## src/design/repeat_pulse_generator_top_assert.svh

```systemverilog
// ---------------------------------------------------------------------------
// Assertion macros for the repeat pulse generator
// Clocked check helpers; they expand to nothing when SYNTH is defined.
// ---------------------------------------------------------------------------
`ifndef REPEAT_PULSE_GENERATOR_TOP_ASSERT_SVH
`define REPEAT_PULSE_GENERATOR_TOP_ASSERT_SVH

`ifndef SYNTH
`define RPG_ASSERT_SAME(label, cond, expr) \
  label: assert property (@(posedge clk) disable iff (rst) (cond) |-> (expr)) \
    else $error("same-cycle check failed");
`define RPG_ASSERT_NEXT(label, cond, expr) \
  label: assert property (@(posedge clk) disable iff (rst) (cond) |=> (expr)) \
    else $error("next-cycle check failed");
`else
`define RPG_ASSERT_SAME(label, cond, expr)
`define RPG_ASSERT_NEXT(label, cond, expr)
`endif

`endif

```

## src/design/rpg_pkg.sv

```systemverilog
// ---------------------------------------------------------------------------
// Repeat pulse generator package
// Shared types, codes and stream layout constants.
// ---------------------------------------------------------------------------
package rpg_pkg;

  localparam int CFG_W       = 16;
  localparam int ELAPSED_W   = 16;
  localparam int IN_TDATA_W  = 24;
  localparam int OUT_TDATA_W = 8;

  localparam logic OP_TICK = 1'b0;
  localparam logic OP_ARM  = 1'b1;

  localparam logic [1:0] ARM_RUN     = 2'd0;
  localparam logic [1:0] ARM_STOP    = 2'd1;
  localparam logic [1:0] ARM_RELEASE = 2'd2;

  localparam logic [1:0] REG_ON_DURATION  = 2'd0;
  localparam logic [1:0] REG_OFF_DURATION = 2'd1;
  localparam logic [1:0] REG_PULSE_COUNT  = 2'd2;

  typedef enum logic [2:0] {
    MODE_RUN     = 3'b001,
    MODE_STOP    = 3'b010,
    MODE_RELEASE = 3'b100
  } mode_t;

  typedef enum logic [1:0] {
    PIN_OFF  = 2'd0,
    PIN_ON   = 2'd1,
    PIN_FREE = 2'd2
  } pin_t;

  typedef struct packed {
    logic [CFG_W-1:0] on_duration;
    logic [CFG_W-1:0] off_duration;
    logic [CFG_W-1:0] pulse_count;
  } cfg_t;

endpackage

```

## src/design/rpg_core.sv

```systemverilog
// ---------------------------------------------------------------------------
// Repeat pulse generator core
// Holds the pulse timer state and computes the next state and status.
// ---------------------------------------------------------------------------
module rpg_core #(
  parameter int TIME_BITS  = 16,
  parameter int COUNT_BITS = 16
) (
  input  logic                          clk,
  input  logic                          rst,
  input  logic                          step,
  input  logic                          operation,
  input  logic [rpg_pkg::ELAPSED_W-1:0] elapsed,
  input  logic [1:0]                    arm_mode,
  input  rpg_pkg::cfg_t                 cfg,
  output rpg_pkg::pin_t                 pin_status,
  output logic                          running
);
  import rpg_pkg::*;

  logic [TIME_BITS:0]    remaining_time;
  logic [TIME_BITS:0]    remaining_time_next;
  logic [COUNT_BITS-1:0] pulses_left;
  logic [COUNT_BITS-1:0] pulses_left_next;
  mode_t                 mode;
  mode_t                 mode_next;
  pin_t                  pin_state;
  pin_t                  pin_state_next;

  logic [TIME_BITS:0] dt_ext;
  logic [TIME_BITS:0] on_ext;
  logic [TIME_BITS:0] off_ext;
  logic [TIME_BITS:0] reload;
  logic [TIME_BITS:0] rem_dec;

  assign dt_ext  = {1'b0, TIME_BITS'(elapsed)};
  assign on_ext  = {1'b0, TIME_BITS'(cfg.on_duration)};
  assign off_ext = {1'b0, TIME_BITS'(cfg.off_duration)};
  assign reload  = on_ext + off_ext;
  assign rem_dec = (remaining_time > dt_ext) ? (remaining_time - dt_ext) : '0;

  always_comb begin
    remaining_time_next = remaining_time;
    pulses_left_next    = pulses_left;
    mode_next           = mode;
    pin_state_next      = pin_state;
    if (step) begin
      if (operation == OP_ARM) begin
        remaining_time_next = '0;
        pulses_left_next    = COUNT_BITS'(cfg.pulse_count);
        case (arm_mode)
          ARM_RUN:  mode_next = MODE_RUN;
          ARM_STOP: mode_next = MODE_STOP;
          default:  mode_next = MODE_RELEASE;
        endcase
      end else begin
        case (mode)
          MODE_RUN: begin
            remaining_time_next = rem_dec;
            if (rem_dec == '0) begin
              if (pulses_left != '0) begin
                pulses_left_next    = pulses_left - 1'b1;
                remaining_time_next = reload;
                pin_state_next      = PIN_ON;
              end else begin
                mode_next      = MODE_STOP;
                pin_state_next = PIN_OFF;
              end
            end else if (rem_dec <= off_ext) begin
              pin_state_next = PIN_OFF;
            end
          end
          MODE_STOP: begin
            mode_next      = MODE_RELEASE;
            pin_state_next = PIN_OFF;
          end
          default: begin
            pin_state_next = PIN_FREE;
          end
        endcase
      end
    end
  end

  always_ff @(posedge clk) begin
    if (rst) begin
      remaining_time <= '0;
      pulses_left    <= '0;
      mode           <= MODE_RELEASE;
      pin_state      <= PIN_OFF;
    end else begin
      remaining_time <= remaining_time_next;
      pulses_left    <= pulses_left_next;
      mode           <= mode_next;
      pin_state      <= pin_state_next;
    end
  end

  assign pin_status = pin_state_next;
  assign running    = (mode_next == MODE_RUN);

`include "repeat_pulse_generator_top_assert.svh"

  `RPG_ASSERT_NEXT(a_arm_clears_time, step && operation == OP_ARM, remaining_time == '0)
  `RPG_ASSERT_NEXT(a_tick_never_adds_pulses, step && operation == OP_TICK, pulses_left <= $past(pulses_left))
  `RPG_ASSERT_NEXT(a_stop_goes_release, step && operation == OP_TICK && mode == MODE_STOP, mode == MODE_RELEASE && pin_state == PIN_OFF)
  `RPG_ASSERT_NEXT(a_release_is_free, step && operation == OP_TICK && mode == MODE_RELEASE, pin_state == PIN_FREE)

endmodule

```

## src/design/repeat_pulse_generator_top.sv

```systemverilog
// Output: a result is registered and shown in the cycle after its input transfer.
// Throughput: one item per cycle while the result side does not stall; the single
// state register update in the core and the one-entry result register set this figure.
// Reset (rst, synchronous, active high) sets mode to release, pin off, timer and
// pulse count to zero, and registers to on 100, off 100, pulse count 2.
// ---------------------------------------------------------------------------
// Repeat pulse generator top level
// Stream ports, configuration registers and the result register.
// ---------------------------------------------------------------------------
module repeat_pulse_generator_top #(
  parameter int TIME_BITS  = 16,
  parameter int COUNT_BITS = 16
) (
  input  logic                            clk,
  input  logic                            rst,
  input  logic                            s_tvalid,
  output logic                            s_tready,
  input  logic [rpg_pkg::IN_TDATA_W-1:0]  s_tdata,   // elapsed[15:0], arm_mode[17:16], zero pad
  input  logic                            s_tuser,   // operation
  output logic                            m_tvalid,
  input  logic                            m_tready,
  output logic [rpg_pkg::OUT_TDATA_W-1:0] m_tdata,   // pin_status[1:0], running[2], zero pad
  input  logic                            cfg_valid,
  output logic                            cfg_ready,
  input  logic [1:0]                      cfg_index,
  input  logic [rpg_pkg::CFG_W-1:0]       cfg_data
);
  import rpg_pkg::*;

  cfg_t  cfg;
  logic  step;
  pin_t  pin_status;
  logic  running;

  assign cfg_ready = 1'b1;
  assign s_tready  = !m_tvalid || m_tready;
  assign step      = s_tvalid && s_tready;

  always_ff @(posedge clk) begin
    if (rst) begin
      cfg.on_duration  <= CFG_W'(100);
      cfg.off_duration <= CFG_W'(100);
      cfg.pulse_count  <= CFG_W'(2);
    end else if (cfg_valid && cfg_ready) begin
      case (cfg_index)
        REG_ON_DURATION:  cfg.on_duration  <= cfg_data;
        REG_OFF_DURATION: cfg.off_duration <= cfg_data;
        REG_PULSE_COUNT:  cfg.pulse_count  <= cfg_data;
        default: ;
      endcase
    end
  end

  rpg_core #(
    .TIME_BITS  (TIME_BITS),
    .COUNT_BITS (COUNT_BITS)
  ) u_core (
    .clk        (clk),
    .rst        (rst),
    .step       (step),
    .operation  (s_tuser),
    .elapsed    (s_tdata[ELAPSED_W-1:0]),
    .arm_mode   (s_tdata[ELAPSED_W+1:ELAPSED_W]),
    .cfg        (cfg),
    .pin_status (pin_status),
    .running    (running)
  );

  always_ff @(posedge clk) begin
    if (rst) begin
      m_tvalid <= 1'b0;
    end else if (step) begin
      m_tvalid <= 1'b1;
    end else if (m_tready) begin
      m_tvalid <= 1'b0;
    end
  end

  always_ff @(posedge clk) begin
    if (step) begin
      m_tdata <= {{(OUT_TDATA_W-3){1'b0}}, running, pin_status};
    end
  end

endmodule

```

## config.mk

```make
export PLATFORM = sky130hd
export DESIGN_NAME = repeat_pulse_generator_top
export DESIGN_NICKNAME = d
export VERILOG_FILES = /design/src/design/rpg_pkg.sv /design/src/design/rpg_core.sv /design/src/design/repeat_pulse_generator_top.sv
export VERILOG_INCLUDE_DIRS = /design/src /design/src/design
export SDC_FILE = /design/constraint.sdc
export NUM_CORES = 1
export LEC_CHECK = 0
export BUFFER_PORTS_ARGS = -buffer_cell sky130_fd_sc_hd__buf_2
export CAP_MARGIN = 25
export CELL_PAD_IN_SITES_DETAIL_PLACEMENT = 1
export CELL_PAD_IN_SITES_GLOBAL_PLACEMENT = 2
export CORE_MARGIN = 2
export CORE_UTILIZATION = 32
export CTS_CLUSTER_DIAMETER = 50
export DETAILED_ROUTE_END_ITERATION = 8
export PLACE_DENSITY = 0.86
export SKIP_CTS_REPAIR_TIMING = 1
export SLEW_MARGIN = 10
export SYNTH_ARGS = -nofsm -noshare
export SYNTH_HDL_FRONTEND = slang
export SYNTH_SLANG_ARGS = --single-unit
```

## constraint.sdc

```tcl
create_clock -name clk -period 5.8 [get_ports clk]
set_clock_uncertainty 0.15 [all_clocks]
set_input_delay 1.16 -clock clk [delete_from_list [all_inputs] [get_ports clk]]
set_output_delay 1.16 -clock clk [all_outputs]
set_load 0.03 [all_outputs]
```

==> run summary <==
adder-cell area share of the yosys netlist - 10.35%
Post-DP HPWL - 14.02 mm
FFs w/ async S/R, synth - 0%
Yosys reg bits - 90
Setup TNS - 0 ns
Total Nets Final - 934
top-area cell type share of the netlist area - 28.25%
clock-pin slew on the worst setup and hold paths - 0.07 ns
CP cell instances - buf_2, ha_1, inv_1, fa_1, nand3_1, a21oi_1, nor3_1, o21ai_0, a221oi_1, xnor2_1, nor2b_1, ha_1, nand3_1, or3_1, o21ai_0, a2111oi_0, o21ai_0, a31oi_1, o21ai_0
critical path peak fanout - 4
count of cell types in the netlist - 75
worst hold path class - reg2reg
largest area contributor in the netlist - dfxtp_1
chip width - 142.8 µm
clk sink count - 90
RSZ-0062 raised after global routing - no
fin cells - 1101
DRT iter0 DRCs - 199
Ys Warns - 0
cell with the most instances after synthesis - nand2_1
Final ANT Viol Nets - 0
vias - 5818
worst vdd ir - 0.1134 mV
Max-Cap Viols - 0
Mapped Avg Cell Area - 7.639 µm²
Post-DP Area - 6628 µm²
CP Capture Type - flip-flop
initial antenna violation count - 0
DRC - 0
die height - 142.8 µm
Worst EP required - 5.73 ns
# setup viols final - 0
number of synthesized flops with an enable pin - 3
final hold vios - 0
Worst Setup Start Kind - input port
largest stage delay on the critical path - 0.40 ns
fraction of layout cells with a size suffix above 1 - 11.06%
register area share after synthesis - 29.71%
CP delay by family, top - compound AO/OA/AOI/OAI gates
placed cell count - 1086
Antenna diodes - 0
Area contributors post-synth - dfxtp_1 (28%), ha_1 (9.5%), nand2_1 (8.0%)
Critical R2R Launch - u_core.remaining_time[0]$_SDFFE_PP0P_
CP bufs+invs - 2
vias in the first global route - 5821
min Tclk post-route - 5.306 ns
root buffer cell - clkbuf_16
Total Routed Length - 18.20 mm
port bufs - 46
main flop type after synthesis - dfxtp_1
Worst-Skew Late Latency - 0.34 ns
Rows - 50
Num CTS Buffers - 9
Pins Over Slew Limit - 0
crit path launch - s_tdata[0]
largest net degree at the start of global routing - 62
initial core utilization - 32.74%
post-synthesis instance area - 6165 µm²
fmax - 188.5 MHz
Overall Power - 0.001651 W
Routability Congestion - 0.7823
combinational family with the most area after synthesis - compound AO/OA/AOI/OAI gates
crit path DAT - 5.23 ns
Cell Pwr Density - 238.1 nW/µm²
Worst Max-Slew Pin Slew - 1.021 ns
GRT Resource Usage Total - 18.53%
Worst R2R Setup Slack - 1.00 ns
cells after synthesis - 807
period utilization - 91.48%
Post-Synth Simple-Gate Area - 25.03%
commonest cells in the synthesized netlist - nand2_1 (132), dfxtp_1 (87), a21oi_1 (79)
drt pass-1 iters - 4
Top Ports - 59
Area Overhead vs Synth - 12.50%
Compound-Gate Fraction of Synth Area - 25.03%
Top cell by count, worst path - o21ai_0
Crit-path slowest cell - fa_1
Rel. slew slack - 31.92%
mux share of post-synthesis cell area - 0.1624%
TritonCTS clock tree - built
Worst Setup Path Type - in2reg
GR Overflow Total - 0
buffers from clock root to sink, at most - 2
hold path start - cfg[32]$_SDFFE_PP0P_
status - completed
post-route cell area - 6935 µm²
post-DR vias/cell - 5.284
DR WL/cell - 16.53 µm
P_leak - 2.841 nW
die area - 20390 µm²
first-pass GRT wire length - 30.13 mm
Core ar. - 18830 µm²
Post-Synth XOR/XNOR Area - 2.984%
htree depth - 3
==> routing by layer <==
metal	GRT usage (%)	vias up	share of wire (%)
met2	29.83	82	45
li1	-	2949	-
met3	1.777	9	2.5
met5	0	-	0
met4	4.690	0	1.1
met1	26.59	2778	51
==> final cells by class <==
class | count | area [µm²]
Tap cell | 260 | 325.3
Clock inverter | 5 | 78.83
Inverter | 54 | 202.7
Sequential cell | 90 | 1832
Clock buffer | 10 | 229.0
Multi-Input combinational cell | 623 | 3940
Timing Repair Buffer | 59 | 327.8
Fill cell | 2358 | 11900
==> path summary, 6_finish.rpt <==
| check | endpoint | cells past startpoint |
|---|---|---|
| setup / recovery | m_tdata[1]$_DFFE_PP_ | 19 |
| hold / removal | cfg[32]$_SDFFE_PP0P_ | 2 |
| setup reg to reg | m_tdata[1]$_DFFE_PP_ | 19 |
| hold reg to reg | cfg[32]$_SDFFE_PP0P_ | 2 |
==> cell usage in the layout (no fill, tap or decap), types with 8 or more instances in the layout <==
master and count:
nand2_1 132, dfxtp_1 87, a21oi_1 79, inv_1 54
nor2_1 52, ha_1 47, buf_2 46, o21ai_0 33
nand3_1 23, a21o_1 17, nor3_1 15, xnor2_1 14
buf_4 13, a22oi_1 11, nor2b_1 11, nand4_1 11
or4_1 10, nand2b_1 9, clkbuf_16 9, o31ai_1 8
or3_1 8, and3_1 8
==> report_power, final <==
part / internal [W] / total, W / switching [W]
clock network: 0.000376 / 0.000627 / 0.000251
registers: 0.000649 / 0.000674 / 0.0000242
logic: 0.000124 / 0.000351 / 0.000226
==> cells by family after synthesis <==
logic type | after synthesis
AOI/OAI and AO/OA | 230
xor gates and xnor gates | 21
adders and majority gates | 50
buffers and inverters | 98
DFF | 90
muxes | 1
other | 2
and+or+nand+nor | 315
==> registers in the layout (all words and copies together) (netlist names) <==
signal and count:
u_core.pin_state 2, u_core.mode 3, m_tvalid 1, u_core.pulses_left 16, u_core.remaining_time 17, m_tdata 3, cfg 48
==> tightest hold or removal path, cell delays in order, from the launching register on <==
cell	delay, ns
dfxtp_1	0.31
nand2_1	0.05
a21oi_1	0.05
==> metrics by stage <==
stage | worst slack [ns] | hold WS (ns) | util (%)
floorplan | 0.1076 | 0.2866 | -
global placement | 0.2087 | 0.2978 | 35.20
detailed placement | 0.2209 | 0.3006 | 35.20
CTS | 0.5704 | 0.3148 | 36.83
global route | 0.2278 | 0.3356 | 36.83
finish | 0.4941 | 0.3121 | 36.83
Note: power is estimated with default switching activity, not from simulation.
